<file path="src/hdl/hufp_pkg.sv">
// hufp_pkg: shared constants, type codes and controller/datapath interface structs
// for the hid uart frame parser; used by every module of the block but hufp_ram
`default_nettype none

package hufp_pkg;

    // default sizes
    localparam int RX_BUFFER_BYTES_DEF = 64;
    localparam int KEY_DATA_MAX_DEF    = 32;

    // frame bytes
    localparam logic [7:0] HDR_BYTE0    = 8'h57;
    localparam logic [7:0] HDR_BYTE1    = 8'hAB;
    localparam logic [7:0] T_STAT_REQ   = 8'h82;
    localparam logic [7:0] T_KEY_A      = 8'h83;
    localparam logic [7:0] T_KEY_B      = 8'h88;
    localparam logic [7:0] T_RESET      = 8'h84;
    localparam logic [7:0] T_STAT1      = 8'h85;
    localparam logic [7:0] T_DISCONNECT = 8'h86;
    localparam logic [7:0] T_VERSION    = 8'h87;
    localparam logic [7:0] T_STAT2      = 8'h40;
    localparam logic [7:0] T_STAT       = 8'h80;
    localparam logic [7:0] STAT_REQ_MASK = 8'hA0;

    // event codes
    localparam logic [2:0] EV_OK       = 3'd0;
    localparam logic [2:0] EV_OVERFLOW = 3'd1;
    localparam logic [2:0] EV_LEN      = 3'd2;
    localparam logic [2:0] EV_KEY_LEN  = 3'd3;
    localparam logic [2:0] EV_CHECKSUM = 3'd4;

    // message type codes
    localparam logic [2:0] MT_STAT_REQ   = 3'd0;
    localparam logic [2:0] MT_KEY        = 3'd1;
    localparam logic [2:0] MT_RESET      = 3'd2;
    localparam logic [2:0] MT_STAT1      = 3'd3;
    localparam logic [2:0] MT_DISCONNECT = 3'd4;
    localparam logic [2:0] MT_VERSION    = 3'd5;
    localparam logic [2:0] MT_STAT2      = 3'd6;
    localparam logic [2:0] MT_STAT       = 3'd7;

    // how a type byte is handled
    typedef enum logic [2:0] {
        CLS_STAT_REQ,
        CLS_KEY,
        CLS_NOARG,
        CLS_ARG,
        CLS_BAD
    } cls_t;

    // which result goes into the output register
    typedef enum logic [2:0] {
        RES_OVF,
        RES_LEN,
        RES_KVL,
        RES_SUM,
        RES_FRAME,
        RES_KEYDATA
    } res_t;

    typedef struct packed {
        logic accept;
        logic drop;
        logic flush;
        logic off_clr;
        logic off_inc;
        logic walk_start;
        logic emit_start;
        logic cap_hdr;
        logic cap_key;
        logic load;
        res_t res;
    } cmd_t;

    typedef struct packed {
        logic full;
        logic cnt_lt3;
        logic cnt_lt4;
        logic hdr_ok;
        cls_t cls;
        logic stat_req_ok;
        logic key_short;
        logic len_over;
        logic kv_over;
        logic hdr_last;
        logic walk_done;
        logic sum_ok;
        logic kv_zero;
        logic emit_last;
        logic out_free;
    } sts_t;

    function automatic cls_t type_class(logic [7:0] t);
        cls_t c;
        case (t)
            T_STAT_REQ:                      c = CLS_STAT_REQ;
            T_KEY_A, T_KEY_B:                c = CLS_KEY;
            T_RESET, T_DISCONNECT, T_VERSION: c = CLS_NOARG;
            T_STAT1, T_STAT2, T_STAT:        c = CLS_ARG;
            default:                         c = CLS_BAD;
        endcase
        return c;
    endfunction

    function automatic logic [2:0] type_code(logic [7:0] t);
        logic [2:0] m;
        case (t)
            T_STAT_REQ:       m = MT_STAT_REQ;
            T_KEY_A, T_KEY_B: m = MT_KEY;
            T_RESET:          m = MT_RESET;
            T_STAT1:          m = MT_STAT1;
            T_DISCONNECT:     m = MT_DISCONNECT;
            T_VERSION:        m = MT_VERSION;
            T_STAT2:          m = MT_STAT2;
            T_STAT:           m = MT_STAT;
            default:          m = MT_STAT_REQ;
        endcase
        return m;
    endfunction

endpackage

`default_nettype wire

</file>
<file path="src/hdl/hufp_ram.sv">
// hufp_ram: generic single-write, single-read ram with registered read data
// no dependencies
`default_nettype none

module hufp_ram #(
    parameter int WIDTH = 8,
    parameter int DEPTH = 64
) (
    input  wire logic                     clk,
    input  wire logic                     we,
    input  wire logic [$clog2(DEPTH)-1:0] waddr,
    input  wire logic [WIDTH-1:0]         wdata,
    input  wire logic [$clog2(DEPTH)-1:0] raddr,
    output logic      [WIDTH-1:0]         rdata
);

    logic [WIDTH-1:0] mem_reg [DEPTH];
    logic [WIDTH-1:0] rdata_reg;

    always_ff @(posedge clk)
    begin
        if (we)
        begin
            mem_reg[waddr] <= wdata;
        end
        rdata_reg <= mem_reg[raddr];
    end

    assign rdata = rdata_reg;

endmodule

`default_nettype wire

</file>
<file path="src/hdl/hufp_datapath.sv">
// hufp_datapath: circular frame buffer, header/key byte registers, checksum
// accumulator and output register; uses hufp_pkg and hufp_ram
`default_nettype none

module hufp_datapath #(
    parameter int BUF_BYTES = hufp_pkg::RX_BUFFER_BYTES_DEF,
    parameter int KEY_MAX   = hufp_pkg::KEY_DATA_MAX_DEF
) (
    input  wire logic            clk,
    input  wire logic            rst_n,
    input  wire logic [7:0]      rx_byte,
    input  wire hufp_pkg::cmd_t  cmd,
    output hufp_pkg::sts_t       sts,
    input  wire logic            res_ready,
    output logic                 res_valid,
    output logic [2:0]           event_res,
    output logic [2:0]           msg_type,
    output logic [7:0]           status_byte,
    output logic                 port,
    output logic [1:0]           protocol,
    output logic [1:0]           kind,
    output logic [7:0]           serial_number,
    output logic [7:0]           check_byte,
    output logic [7:0]           data_byte,
    output logic [5:0]           data_count,
    output logic                 last
);

    import hufp_pkg::*;

    localparam int IDX_W = $clog2(BUF_BYTES);
    localparam int CNT_W = $clog2(BUF_BYTES + 1);
    localparam int CMP_W = 10;
    localparam logic [CNT_W-1:0] BUF_N   = CNT_W'(BUF_BYTES);
    localparam logic [CMP_W-1:0] LEN_MAX = CMP_W'(BUF_BYTES - 4);
    localparam logic [7:0]       KV_MAX  = 8'(KEY_MAX);

    function automatic logic [IDX_W-1:0] wrap_add(logic [IDX_W-1:0] a, logic [IDX_W-1:0] b);
        logic [IDX_W:0] s;
        s = {1'b0, a} + {1'b0, b};
        if (s >= (IDX_W+1)'(BUF_BYTES))
        begin
            s = s - (IDX_W+1)'(BUF_BYTES);
        end
        return s[IDX_W-1:0];
    endfunction

    logic [CNT_W-1:0] count_reg, count_next;
    logic [IDX_W-1:0] head_reg, head_next;
    logic [IDX_W-1:0] off_reg, off_next;
    logic [7:0]       b0_reg, b1_reg, b2_reg, b3_reg;
    logic [7:0]       label_reg, serial_reg, check_reg, sum_reg;
    logic             out_valid_reg;
    logic [2:0]       ev_reg, mt_reg;
    logic [7:0]       st_reg, ser_out_reg, chk_out_reg, data_reg, lab_out_reg;
    logic [5:0]       cnt_out_reg;
    logic             last_reg;

    logic             we;
    logic [IDX_W-1:0] waddr, raddr;
    logic [7:0]       rd_data;
    logic             full;
    logic [7:0]       kv;
    logic [CMP_W-1:0] cnt_ext, off_ext, kv_ext, len_ext;
    cls_t             cls;

    hufp_ram #(
        .WIDTH(8),
        .DEPTH(BUF_BYTES)
    ) u_buf (
        .clk  (clk),
        .we   (we),
        .waddr(waddr),
        .wdata(rx_byte),
        .raddr(raddr),
        .rdata(rd_data)
    );

    assign full    = (count_reg >= BUF_N);
    assign we      = cmd.accept;
    assign waddr   = full ? '0 : wrap_add(head_reg, count_reg[IDX_W-1:0]);
    assign raddr   = wrap_add(head_reg, off_reg);
    assign kv      = b3_reg - 8'd3;
    assign cnt_ext = CMP_W'(count_reg);
    assign off_ext = CMP_W'(off_reg);
    assign kv_ext  = CMP_W'(kv);
    assign len_ext = CMP_W'(b3_reg);
    assign cls     = type_class(b2_reg);

    always_comb
    begin
        sts.full        = full;
        sts.cnt_lt3     = (cnt_ext < CMP_W'(3));
        sts.cnt_lt4     = (cnt_ext < CMP_W'(4));
        sts.hdr_ok      = (b0_reg == HDR_BYTE0) && (b1_reg == HDR_BYTE1);
        sts.cls         = cls;
        sts.stat_req_ok = ((b3_reg & STAT_REQ_MASK) == STAT_REQ_MASK);
        sts.key_short   = (cnt_ext < len_ext + CMP_W'(4));
        sts.len_over    = (len_ext > LEN_MAX);
        sts.kv_over     = (kv > KV_MAX);
        sts.hdr_last    = (off_reg == IDX_W'(3));
        sts.walk_done   = (off_ext == kv_ext + CMP_W'(6));
        sts.sum_ok      = (sum_reg == check_reg);
        sts.kv_zero     = (kv == 8'd0);
        sts.emit_last   = (off_ext == kv_ext + CMP_W'(4));
        sts.out_free    = !out_valid_reg || res_ready;
    end

    // buffer pointers and read offset
    always_comb
    begin
        count_next = count_reg;
        head_next  = head_reg;
        off_next   = off_reg;
        if (cmd.accept)
        begin
            if (full)
            begin
                head_next  = '0;
                count_next = CNT_W'(1);
            end
            else
            begin
                count_next = count_reg + CNT_W'(1);
            end
        end
        else if (cmd.drop)
        begin
            head_next  = wrap_add(head_reg, IDX_W'(1));
            count_next = count_reg - CNT_W'(1);
        end
        else if (cmd.flush)
        begin
            head_next  = '0;
            count_next = '0;
        end
        if (cmd.off_clr)
        begin
            off_next = '0;
        end
        else if (cmd.walk_start)
        begin
            off_next = IDX_W'(4);
        end
        else if (cmd.emit_start)
        begin
            off_next = IDX_W'(5);
        end
        else if (cmd.off_inc)
        begin
            off_next = off_reg + IDX_W'(1);
        end
    end

    always_ff @(posedge clk or negedge rst_n)
    begin
        if (!rst_n)
        begin
            count_reg     <= '0;
            head_reg      <= '0;
            off_reg       <= '0;
            out_valid_reg <= 1'b0;
        end
        else
        begin
            count_reg <= count_next;
            head_reg  <= head_next;
            off_reg   <= off_next;
            if (cmd.load)
            begin
                out_valid_reg <= 1'b1;
            end
            else if (res_ready)
            begin
                out_valid_reg <= 1'b0;
            end
        end
    end

    // captured frame bytes and checksum
    always_ff @(posedge clk)
    begin
        if (cmd.cap_hdr)
        begin
            case (off_reg[1:0])
                2'd0:    b0_reg <= rd_data;
                2'd1:    b1_reg <= rd_data;
                2'd2:    b2_reg <= rd_data;
                default: b3_reg <= rd_data;
            endcase
        end
        if (cmd.walk_start)
        begin
            sum_reg <= 8'd0;
        end
        if (cmd.cap_key)
        begin
            if (off_ext == CMP_W'(4))
            begin
                label_reg <= rd_data;
            end
            if (off_ext >= CMP_W'(5) && off_ext <= kv_ext + CMP_W'(5))
            begin
                sum_reg <= sum_reg + rd_data;
            end
            if (off_ext == kv_ext + CMP_W'(5))
            begin
                serial_reg <= rd_data;
            end
            if (off_ext == kv_ext + CMP_W'(6))
            begin
                check_reg <= rd_data;
            end
        end
    end

    // output register
    always_ff @(posedge clk)
    begin
        if (cmd.load)
        begin
            ev_reg      <= EV_OK;
            mt_reg      <= MT_KEY;
            st_reg      <= 8'd0;
            lab_out_reg <= 8'd0;
            ser_out_reg <= 8'd0;
            chk_out_reg <= 8'd0;
            data_reg    <= 8'd0;
            cnt_out_reg <= 6'd0;
            last_reg    <= 1'b1;
            case (cmd.res)
                RES_OVF:
                begin
                    ev_reg <= EV_OVERFLOW;
                    mt_reg <= MT_STAT_REQ;
                end
                RES_LEN: ev_reg <= EV_LEN;
                RES_KVL: ev_reg <= EV_KEY_LEN;
                RES_SUM: ev_reg <= EV_CHECKSUM;
                RES_FRAME:
                begin
                    mt_reg <= type_code(b2_reg);
                    if (cls == CLS_STAT_REQ)
                    begin
                        st_reg <= {4'd0, b3_reg[3:0]};
                    end
                    else if (cls == CLS_ARG)
                    begin
                        st_reg <= b3_reg;
                    end
                    if (cls == CLS_KEY)
                    begin
                        lab_out_reg <= label_reg;
                        ser_out_reg <= serial_reg;
                        chk_out_reg <= check_reg;
                    end
                end
                RES_KEYDATA:
                begin
                    lab_out_reg <= label_reg;
                    ser_out_reg <= serial_reg;
                    chk_out_reg <= check_reg;
                    data_reg    <= rd_data;
                    cnt_out_reg <= kv[5:0];
                    last_reg    <= sts.emit_last;
                end
                default: ev_reg <= EV_OK;
            endcase
        end
    end

    assign res_valid     = out_valid_reg;
    assign event_res     = ev_reg;
    assign msg_type      = mt_reg;
    assign status_byte   = st_reg;
    assign port          = lab_out_reg[0];
    assign protocol      = lab_out_reg[2:1];
    assign kind          = lab_out_reg[5:4];
    assign serial_number = ser_out_reg;
    assign check_byte    = chk_out_reg;
    assign data_byte     = data_reg;
    assign data_count    = cnt_out_reg;
    assign last          = last_reg;

endmodule

`default_nettype wire

</file>
<file path="src/hdl/hufp_ctrl.sv">
// hufp_ctrl: frame decode sequencer driving the datapath by command struct
// uses hufp_pkg
`default_nettype none

module hufp_ctrl (
    input  wire logic           clk,
    input  wire logic           rst_n,
    input  wire logic           rx_valid,
    output logic                rx_ready,
    input  wire hufp_pkg::sts_t sts,
    output hufp_pkg::cmd_t      cmd
);

    import hufp_pkg::*;

    typedef enum logic [3:0] {
        S_IDLE,
        S_HDRA,
        S_HDRB,
        S_DEC,
        S_KA,
        S_KB,
        S_CMP,
        S_EMA,
        S_EMB,
        S_ONE
    } state_t;

    state_t state_reg, state_next;
    res_t   res_reg, res_next;

    always_comb
    begin
        state_next = state_reg;
        res_next   = res_reg;
        cmd        = '0;
        cmd.res    = res_reg;
        case (state_reg)
            S_IDLE:
            begin
                if (rx_valid)
                begin
                    cmd.accept = 1'b1;
                    if (sts.full)
                    begin
                        res_next   = RES_OVF;
                        state_next = S_ONE;
                    end
                    else
                    begin
                        cmd.off_clr = 1'b1;
                        state_next  = S_HDRA;
                    end
                end
            end
            S_HDRA:
            begin
                if (sts.cnt_lt3)
                begin
                    state_next = S_IDLE;
                end
                else
                begin
                    state_next = S_HDRB;
                end
            end
            S_HDRB:
            begin
                cmd.cap_hdr = 1'b1;
                if (sts.hdr_last)
                begin
                    state_next = S_DEC;
                end
                else
                begin
                    cmd.off_inc = 1'b1;
                    state_next  = S_HDRA;
                end
            end
            S_DEC:
            begin
                if (!sts.hdr_ok)
                begin
                    cmd.drop    = 1'b1;
                    cmd.off_clr = 1'b1;
                    state_next  = S_HDRA;
                end
                else
                begin
                    case (sts.cls)
                        CLS_STAT_REQ:
                        begin
                            if (sts.cnt_lt4)
                            begin
                                state_next = S_IDLE;
                            end
                            else if (!sts.stat_req_ok)
                            begin
                                cmd.drop    = 1'b1;
                                cmd.off_clr = 1'b1;
                                state_next  = S_HDRA;
                            end
                            else
                            begin
                                res_next   = RES_FRAME;
                                state_next = S_ONE;
                            end
                        end
                        CLS_KEY:
                        begin
                            if (sts.cnt_lt4 || sts.key_short)
                            begin
                                state_next = S_IDLE;
                            end
                            else if (sts.len_over)
                            begin
                                res_next   = RES_LEN;
                                state_next = S_ONE;
                            end
                            else if (sts.kv_over)
                            begin
                                res_next   = RES_KVL;
                                state_next = S_ONE;
                            end
                            else
                            begin
                                cmd.walk_start = 1'b1;
                                state_next     = S_KA;
                            end
                        end
                        CLS_NOARG:
                        begin
                            res_next   = RES_FRAME;
                            state_next = S_ONE;
                        end
                        CLS_ARG:
                        begin
                            if (sts.cnt_lt4)
                            begin
                                state_next = S_IDLE;
                            end
                            else
                            begin
                                res_next   = RES_FRAME;
                                state_next = S_ONE;
                            end
                        end
                        default:
                        begin
                            cmd.drop    = 1'b1;
                            cmd.off_clr = 1'b1;
                            state_next  = S_HDRA;
                        end
                    endcase
                end
            end
            S_KA:
            begin
                state_next = S_KB;
            end
            S_KB:
            begin
                cmd.cap_key = 1'b1;
                if (sts.walk_done)
                begin
                    state_next = S_CMP;
                end
                else
                begin
                    cmd.off_inc = 1'b1;
                    state_next  = S_KA;
                end
            end
            S_CMP:
            begin
                if (!sts.sum_ok)
                begin
                    res_next   = RES_SUM;
                    state_next = S_ONE;
                end
                else if (sts.kv_zero)
                begin
                    res_next   = RES_FRAME;
                    state_next = S_ONE;
                end
                else
                begin
                    cmd.emit_start = 1'b1;
                    state_next     = S_EMA;
                end
            end
            S_EMA:
            begin
                state_next = S_EMB;
            end
            S_EMB:
            begin
                if (sts.out_free)
                begin
                    cmd.load = 1'b1;
                    cmd.res  = RES_KEYDATA;
                    if (sts.emit_last)
                    begin
                        cmd.flush  = 1'b1;
                        state_next = S_IDLE;
                    end
                    else
                    begin
                        cmd.off_inc = 1'b1;
                        state_next  = S_EMA;
                    end
                end
            end
            S_ONE:
            begin
                if (sts.out_free)
                begin
                    cmd.load   = 1'b1;
                    cmd.flush  = (res_reg != RES_OVF);
                    state_next = S_IDLE;
                end
            end
            default:
            begin
                state_next = S_IDLE;
            end
        endcase
    end

    always_ff @(posedge clk or negedge rst_n)
    begin
        if (!rst_n)
        begin
            state_reg <= S_IDLE;
            res_reg   <= RES_OVF;
        end
        else
        begin
            state_reg <= state_next;
            res_reg   <= res_next;
        end
    end

    assign rx_ready = (state_reg == S_IDLE);

endmodule

`default_nettype wire

</file>
<file path="src/hdl/hid_uart_frame_parser.sv">
// hid_uart_frame_parser: a word is taken only while the sequencer idles; a decode pass
// then reads each header byte from the buffer and makes the type decision, rereads
// the header after each dropped head byte and goes back to idle with fewer than 3
// bytes buffered; a key frame adds a checksum walk and one word per key-data byte
// reset clears the fill count, head pointer, sequencer state and output valid; buffer
// contents stay undefined and need no clearing pass
`default_nettype none

module hid_uart_frame_parser #(
    parameter int RX_BUFFER_BYTES = hufp_pkg::RX_BUFFER_BYTES_DEF,
    parameter int KEY_DATA_MAX    = hufp_pkg::KEY_DATA_MAX_DEF
) (
    input  wire logic       clk,
    input  wire logic       rst_n,
    // received byte channel
    input  wire logic       rx_valid,
    output logic            rx_ready,
    input  wire logic [7:0] rx_byte,
    // result channel
    output logic            res_valid,
    input  wire logic       res_ready,
    output logic [2:0]      event_res,
    output logic [2:0]      msg_type,
    output logic [7:0]      status_byte,
    output logic            port,
    output logic [1:0]      protocol,
    output logic [1:0]      kind,
    output logic [7:0]      serial_number,
    output logic [7:0]      check_byte,
    output logic [7:0]      data_byte,
    output logic [5:0]      data_count,
    output logic            last
);

    import hufp_pkg::*;

    // command and status between sequencer and datapath
    cmd_t cmd;
    sts_t sts;

    // sequencer: accepts a word only when idle, then walks the decode steps
    // (header fetch, type decision, checksum walk, key-data emission)
    hufp_ctrl u_ctrl (
        .clk     (clk),
        .rst_n   (rst_n),
        .rx_valid(rx_valid),
        .rx_ready(rx_ready),
        .sts     (sts),
        .cmd     (cmd)
    );

    // datapath: circular buffer so a dropped head byte is a pointer bump,
    // output register lets a finished result wait while the next word comes in
    hufp_datapath #(
        .BUF_BYTES(RX_BUFFER_BYTES),
        .KEY_MAX  (KEY_DATA_MAX)
    ) u_dp (
        .clk          (clk),
        .rst_n        (rst_n),
        .rx_byte      (rx_byte),
        .cmd          (cmd),
        .sts          (sts),
        .res_ready    (res_ready),
        .res_valid    (res_valid),
        .event_res    (event_res),
        .msg_type     (msg_type),
        .status_byte  (status_byte),
        .port         (port),
        .protocol     (protocol),
        .kind         (kind),
        .serial_number(serial_number),
        .check_byte   (check_byte),
        .data_byte    (data_byte),
        .data_count   (data_count),
        .last         (last)
    );

endmodule

`default_nettype wire

</file>
<file path="config.mk">
export PLATFORM = sky130hd
export DESIGN_NAME = hid_uart_frame_parser
export DESIGN_NICKNAME = d
export VERILOG_FILES = /design/src/hdl/hufp_pkg.sv /design/src/hdl/hufp_ram.sv /design/src/hdl/hufp_datapath.sv /design/src/hdl/hufp_ctrl.sv /design/src/hdl/hid_uart_frame_parser.sv
export SDC_FILE = /design/constraint.sdc
export NUM_CORES = 1
export LEC_CHECK = 0
export ABC_AREA = 1
export BUFFER_PORTS_ARGS = -buffer_cell sky130_fd_sc_hd__buf_2
export CAP_MARGIN = 40
export CORE_ASPECT_RATIO = 1.4
export CORE_MARGIN = 2
export CORE_UTILIZATION = 39
export CTS_BUF_LIST = sky130_fd_sc_hd__clkbuf_8
export CTS_CLUSTER_SIZE = 14
export DETAILED_ROUTE_END_ITERATION = 16
export PLACE_DENSITY = 0.53
export SYNTH_ARGS = -nofsm -noshare
export SYNTH_HDL_FRONTEND = slang
export SYNTH_HIERARCHICAL = 1
export SYNTH_SLANG_ARGS = --single-unit
</file>
<file path="constraint.sdc">
create_clock -name clk -period 10.1 [get_ports clk]
set_clock_uncertainty 0.15 [all_clocks]
set_input_delay 1.515 -clock clk [delete_from_list [all_inputs] [get_ports clk]]
set_output_delay 1.515 -clock clk [all_outputs]
set_load 0.01 [all_outputs]
</file>
; ---- Word-level counts from Yosys, hierarchy flattened
; Memories as Yosys holds them, arrays and structs flattened. A register that Yosys moved wholly into a read port is not among the register bits.
; Index checks and enable logic that the tools add are counted.
[word_totals]
ff_bits = 140
ramBits = 512
in_bits = 12
output_inout_bits = 52
word_cells = 236
mem_count = 1
[memory_table]
columns = memory, depth, width, rd, rd_clocked_by_memory_dff, wr, line
row1 = u_dp.u_buf.mem_reg, 64, 8, 1, 1, 1, hufp_ram.sv:17  ; logic [WIDTH-1:0] mem_reg [DEPTH];
[op_classes]
addsub = 15
n_lt_le_gt_ge = 11
eq_ne = 50
n_mux = 101
bitwise_logic = 3
n_reduce_logical = 31
[ops]
columns = op, count
row1 = 2-to-1 mux 6 bit, 13
row2 = == test 8 bit (second input constant), 9
row3 = 2-to-1 mux 4 bit, 16
row4 = 2-to-1 mux 8 bit, 5
row5 = case mux 4 bit (10 select lines), 1
row6 = 2-to-1 mux 3 bit, 13
row7 = adder 8 x 3 -> 9 bit (second input constant), 4
row8 = case mux 3 bit (4 select lines), 3
row9 = case mux 8 bit (2 select lines), 2
row10 = 2-to-1 mux 1 bit, 31
row11 = == test 6 x 10 -> 1 bit, 3
row12 = greater-or-equal comparator 7 bit (second input constant), 4
row13 = 2-to-1 mux 7 bit, 4
row14 = case mux 3 bit (7 select lines), 1
row15 = subtractor 6 x 1 -> 6 bit (second input constant), 3
row16 = == test 4 x 3 -> 1 bit (second input constant), 4
row17 = == test 8 x 7 -> 1 bit (second input constant), 2
row18 = > comparator 8 x 6 -> 1 bit (second input constant), 2
row19 = case mux 4 bit (4 select lines), 1
row20 = AND reduction 2 bit, 8
row21 = OR reduction 3 bit, 5
row22 = adder 6 x 6 -> 7 bit, 2
row23 = == test 3 x 2 -> 1 bit (second input constant), 4
row24 = inequality test 3 bit (second input constant), 4
row25 = other kinds (46), 67

; ---- Depth between registers and ports, before layout
[logic_depth]
depth_word = 11
mapped_depth = 27
mapped_depth_nobuf = 27

; ---- Hierarchy
; The synthesis kept the hierarchy.
[by_module_without_submodules]
columns = mod, instances, cells_per_inst, area_per_inst_um2, seq_area_each_um2
row1 = hufp_ram, 1, 1822, 21291.7, 15534.9
row2 = hufp_datapath, 1, 835, 7463.4, 3753.6
row3 = hufp_ctrl, 1, 142, 832.0, 175.2

; ---- Least setup slack after synthesis
; No wires, ideal clock.
[synth_timing]
path_type = input-to-reg
start = in res_ready
end = reg u_dp.head_reg[2]
setup_time_ns = 0.087
t_arrival_ns = 6.355
required_time_ns = 9.863
setup_slack_ns = 3.508
cell_stages = 10
n_path_buf = 0
cell_sequence = inv_1 > nand2_1 > inv_1 > nor3_1 > o21ai_0 > a21oi_1 > nor3_1 > nor2_1 > nand2_1 > a22oi_1
[synth_lines]
columns = element, line
row1 = start: declaration, hid_uart_frame_parser.sv:21  ; input wire logic res_ready,
row2 = end signal: assignment, hufp_datapath.sv:167  ; head_reg <= head_next;
row3 = end: declaration, hufp_datapath.sv:49  ; logic [IDX_W-1:0] head_reg, head_next;

; ---- Worst setup path after layout
[layout_timing]
start = reg u_dp.b3_reg[0]
end = reg u_dp.serial_reg[0] (enable)
[layout_between]
elab_chain_cells = 4
[layout_lines]
columns = element, line
row1 = start: declaration, hufp_datapath.sv:51  ; logic [7:0] b0_reg, b1_reg, b2_reg, b3_reg;
row2 = start signal: assignment, hufp_datapath.sv:189  ; default: b3_reg <= rd_data;
row3 = subtractor 8 x 2 -> 8 bit, hufp_datapath.sv:83  ; assign kv = b3_reg - 8'd3;
row4 = via u_dp.kv[2], hufp_datapath.sv:63  ; logic [7:0] kv;
row5 = adder 8 x 3 -> 9 bit, hufp_datapath.sv:206  ; if (off_ext == kv_ext + CMP_W'(5))
row6 = == test 6 x 10 -> 1 bit, hufp_datapath.sv:206
row7 = AND reduction 2 bit (no source line), --
row8 = end signal: assignment, hufp_datapath.sv:208  ; serial_reg <= rd_data;
row9 = end: declaration, hufp_datapath.sv:52  ; logic [7:0] label_reg, serial_reg, check_reg, sum_reg;
; The timed path passes the listed nets, and every way through them passes these cells.
; A chain may end at the register's enable or synchronous reset.

==> impl_results.md <==
* Worst setup path class: reg2reg
* Final Wtd Congestion at 0.896
* Final setup vio count at 0
* Synth Area in Compound Gates at 0.0166
* Largest family of logic cells by synthesized area: simple AND/OR/NAND/NOR gates
* Outcome: finished clean
* Post-synth cell types at 46
* Crit-path cells: ha_1 > inv_2 > nand2_1 > nand2_1 > inv_1 > ha_1 > nand2_1 > nand3_1 > nand3_1 > xor2_1 > ha_1 > nand2_1 > nor3_1 > nand2_1 > nor2_1
* Worst VDD drop at 0.000377 V
* Clock latency on the worst-skew pair at 0.75 ns
* Most frequent cells in the layout: nand2_1, edfxtp_1, nand3_1
* Clk sink count at 658
* Clock slew at reported path FFs at 0.06 ns
* Core Area at 75200 um^2
* Layout Nets at 2940
* Io pins at 64
* Antenna violations before repair at 1
* Die span in y at 330 um
* Final min period at 4.02 ns
* Hold_ws at 0.398 ns
* CTS Buf Count at 102
* Share of the clock period used by the worst path at 0.398
* Slew Limit Fails at 0
* DP HPWL at 53600 um
* Critical R2R Launch: u_dp/b3_reg[0]
* Post-synth top area share at 0.624
* Register bit total from synthesis at 658
* LEAKAGE at 0.0127 uW
* Area of the die at 78100 um^2
* Worst path max stage delay at 0.64 ns
* Register area share after synthesis at 0.658
* Synth warn at 6
* Count of input and output buffers at 63
* WL/cell at 20.7 um
* Clk root buf: clkbuf_8
* Min-Delay Path Class: reg2reg
* Xor/xnor cell area share of the yosys netlist at 0.00829
* Met2 usage at 0.394
* Syn_nets at 2863
* Post-route ant nets at 0
* Global Route Usage Sum at 0.209
* Most used cell, CP: nand2_1
* Num rows at 119
* Area growth, synth to finish at 10.3%
* Post-synth top area cell: edfxtp_1
* Top cells by area, synth: edfxtp_1, nand2_1, nand3_1, nor2_1, dfrtp_1
* Commonest non-fill, non-tap cell in the layout: nand2_1
* Hold Path End: u_dp/sum_reg[0]
* Filler cells at 7167
* Hold wc startpoint: u_dp/sum_reg[0]
* Mapped cell area at 29600 um^2
* Multi-input combinational cell area at 8760 um^2
* DR vias at 20600
* Critical Path Sink Type: flip-flop
* CP max-delay cell: nor2_1
* Global-route wire length before repair at 124000 um
* Largest net degree at the start of global routing at 88
* Chip Width at 237 um
* Setup Buffers After CTS at 0
* Busiest grt layer: met2
* R2R Path End: u_dp/serial_reg[0]
* Syn Area/Cell at 10.6 um^2
* CTS tree: yes
* Placed cell area at 30800 um^2
* Crit path DAT at 4.21 ns
* CTS resizes at 0
* Total Neg Setup Slack at 0 ns
* Slew at the pin closest to its max-slew limit at 0.946 ns
* Adder-Cell Fraction of Synth Area at 0.0228
* M1 GR Usage at 0.227
* Max frequency at 249 MHz
* Post-synthesis simple-gate area fraction at 0.247
* WP data required at 10.30 ns
* Post-detailed-routing wire length at 81100 um
* Mux cell area share after synthesis at 0
* Max-Cap Viols at 0
* Max FFs per register at 512
* Final instance area at 32600 um^2
* Hold Path Stages at 4
* Post-synthesis cell count at 2799
* Initial Utilization at 0.393
* FF-to-FF path depth at 15
* 1st-pass router iterations at 7
* Critical path's top delay family: simple AND/OR/NAND/NOR gates
* Layout cells sized above 1 at 0.0988
* CP startpoint kind: flip-flop
* PwrDens at 305 nW/um^2
* Rel. slew slack at 0.369
* RSZ-0062 raised after global routing: no
* DRT iter0 DRCs at 1484
* Global route overflow at 0
* H-tree levels at 3
* Vias per cell at 5.25
* Maximum fanout along the worst path at 8
* M3 GR Usage at 0.0275
* # hold bufs at CTS at 0
* Max clock buf depth at 3
* Worst reg-to-reg setup slack at 6.08 ns
* Endpoints failing hold at 0
* Register area at 19500 um^2
* Drc violations at 0
* Critical Path Source: u_dp/b3_reg[0]
* Critical path buffer and inverter count at 2
* Vias in the first global route at 21300
==> per-stage QoR <==
step           cells  setup WS [ns]  power, uW  utilization
3_5_place_dp    3740           5.91       7970        0.409
3_3_place_gp    3724           5.90       7880        0.406
2_1_floorplan   2799           3.51       6570            -
6_report        3923           6.08       9960        0.434
4_1_cts         3922           6.10      10100        0.434
5_1_grt         3923           5.68      10600        0.434
==> cell type report <==
type,instances,area share
well taps,968,0.0371
clock buffers,104,0.0439
clock inverters,78,0.0130
inverters,161,0.0189
flip-flops and latches,658,0.596
multi-input cells,1855,0.268
repair buffers,98,0.0224
diodes,1,0.0000767
==> where the power goes <==
part,internal [uW],total [uW],switching (uW),leakage (uW)
registers,3190,3370,180,0.00601
logic,1240,4510,3270,0.00558
clock network,1030,2080,1040,0.00109
==> worst register-to-register path, stage by stage (launching register included) <==
cell,delay (ns)
edfxtp_1,0.54
ha_1,0.30
inv_2,0.13
nand2_1,0.09
nand2_1,0.18
inv_1,0.18
ha_1,0.22
nand2_1,0.06
nand3_1,0.14
nand3_1,0.16
xor2_1,0.10
ha_1,0.31
nand2_1,0.09
nor3_1,0.25
nand2_1,0.08
nor2_1,0.64
==> cells in the mapped netlist (all sizes together) <==
cell      n
a211o     1
a211oi    1
a21o      3
a21oi    27
a22oi     1
a31oi     2
buf     108
clkbuf   17
clkinv    1
dfrtp    27
dfxtp    16
edfxtp  615
fa        3
ha       49
inv     160
nand2   910
nand3   536
nand3b    2
nand4    15
nor2    195
nor3     25
nor4      6
o211ai    5
o21ai    33
o221ai    6
o22ai     3
o31ai     2
or2       2
xnor2    15
xor2     13
==> cells by family (layout without fill, tap and decap cells) <==
logic type / count (synthesis) / after routing
compound gates: 84 / 84
xor+xnor: 28 / 28
fa+ha+maj: 52 / 52
buf+inv: 286 / 441
flops: 658 / 658
other cells: 0 / 1
simple gates: 1691 / 1691
==> layer usage <==
metal / share of wire / up-vias
met5: 0 / -
met4: 0.049 / 0
met3: 0.045 / 203
met2: 0.53 / 638
met1: 0.37 / 10000
li1: - / 9745
==> how the worst max path moves through the flow <==
stage / endpoint / depth (start not counted)
after global placement: u_dp/status_byte[0] / 13
after detailed placement: u_dp/status_byte[0] / 13
after global routing: u_dp/off_reg[5] / 25
after CTS: u_dp/serial_reg[0] / 15
after floorplan: u_dp/head_reg[2] / 10
final: u_dp/serial_reg[0] / 15
Power figures use the tool's default switching activity.
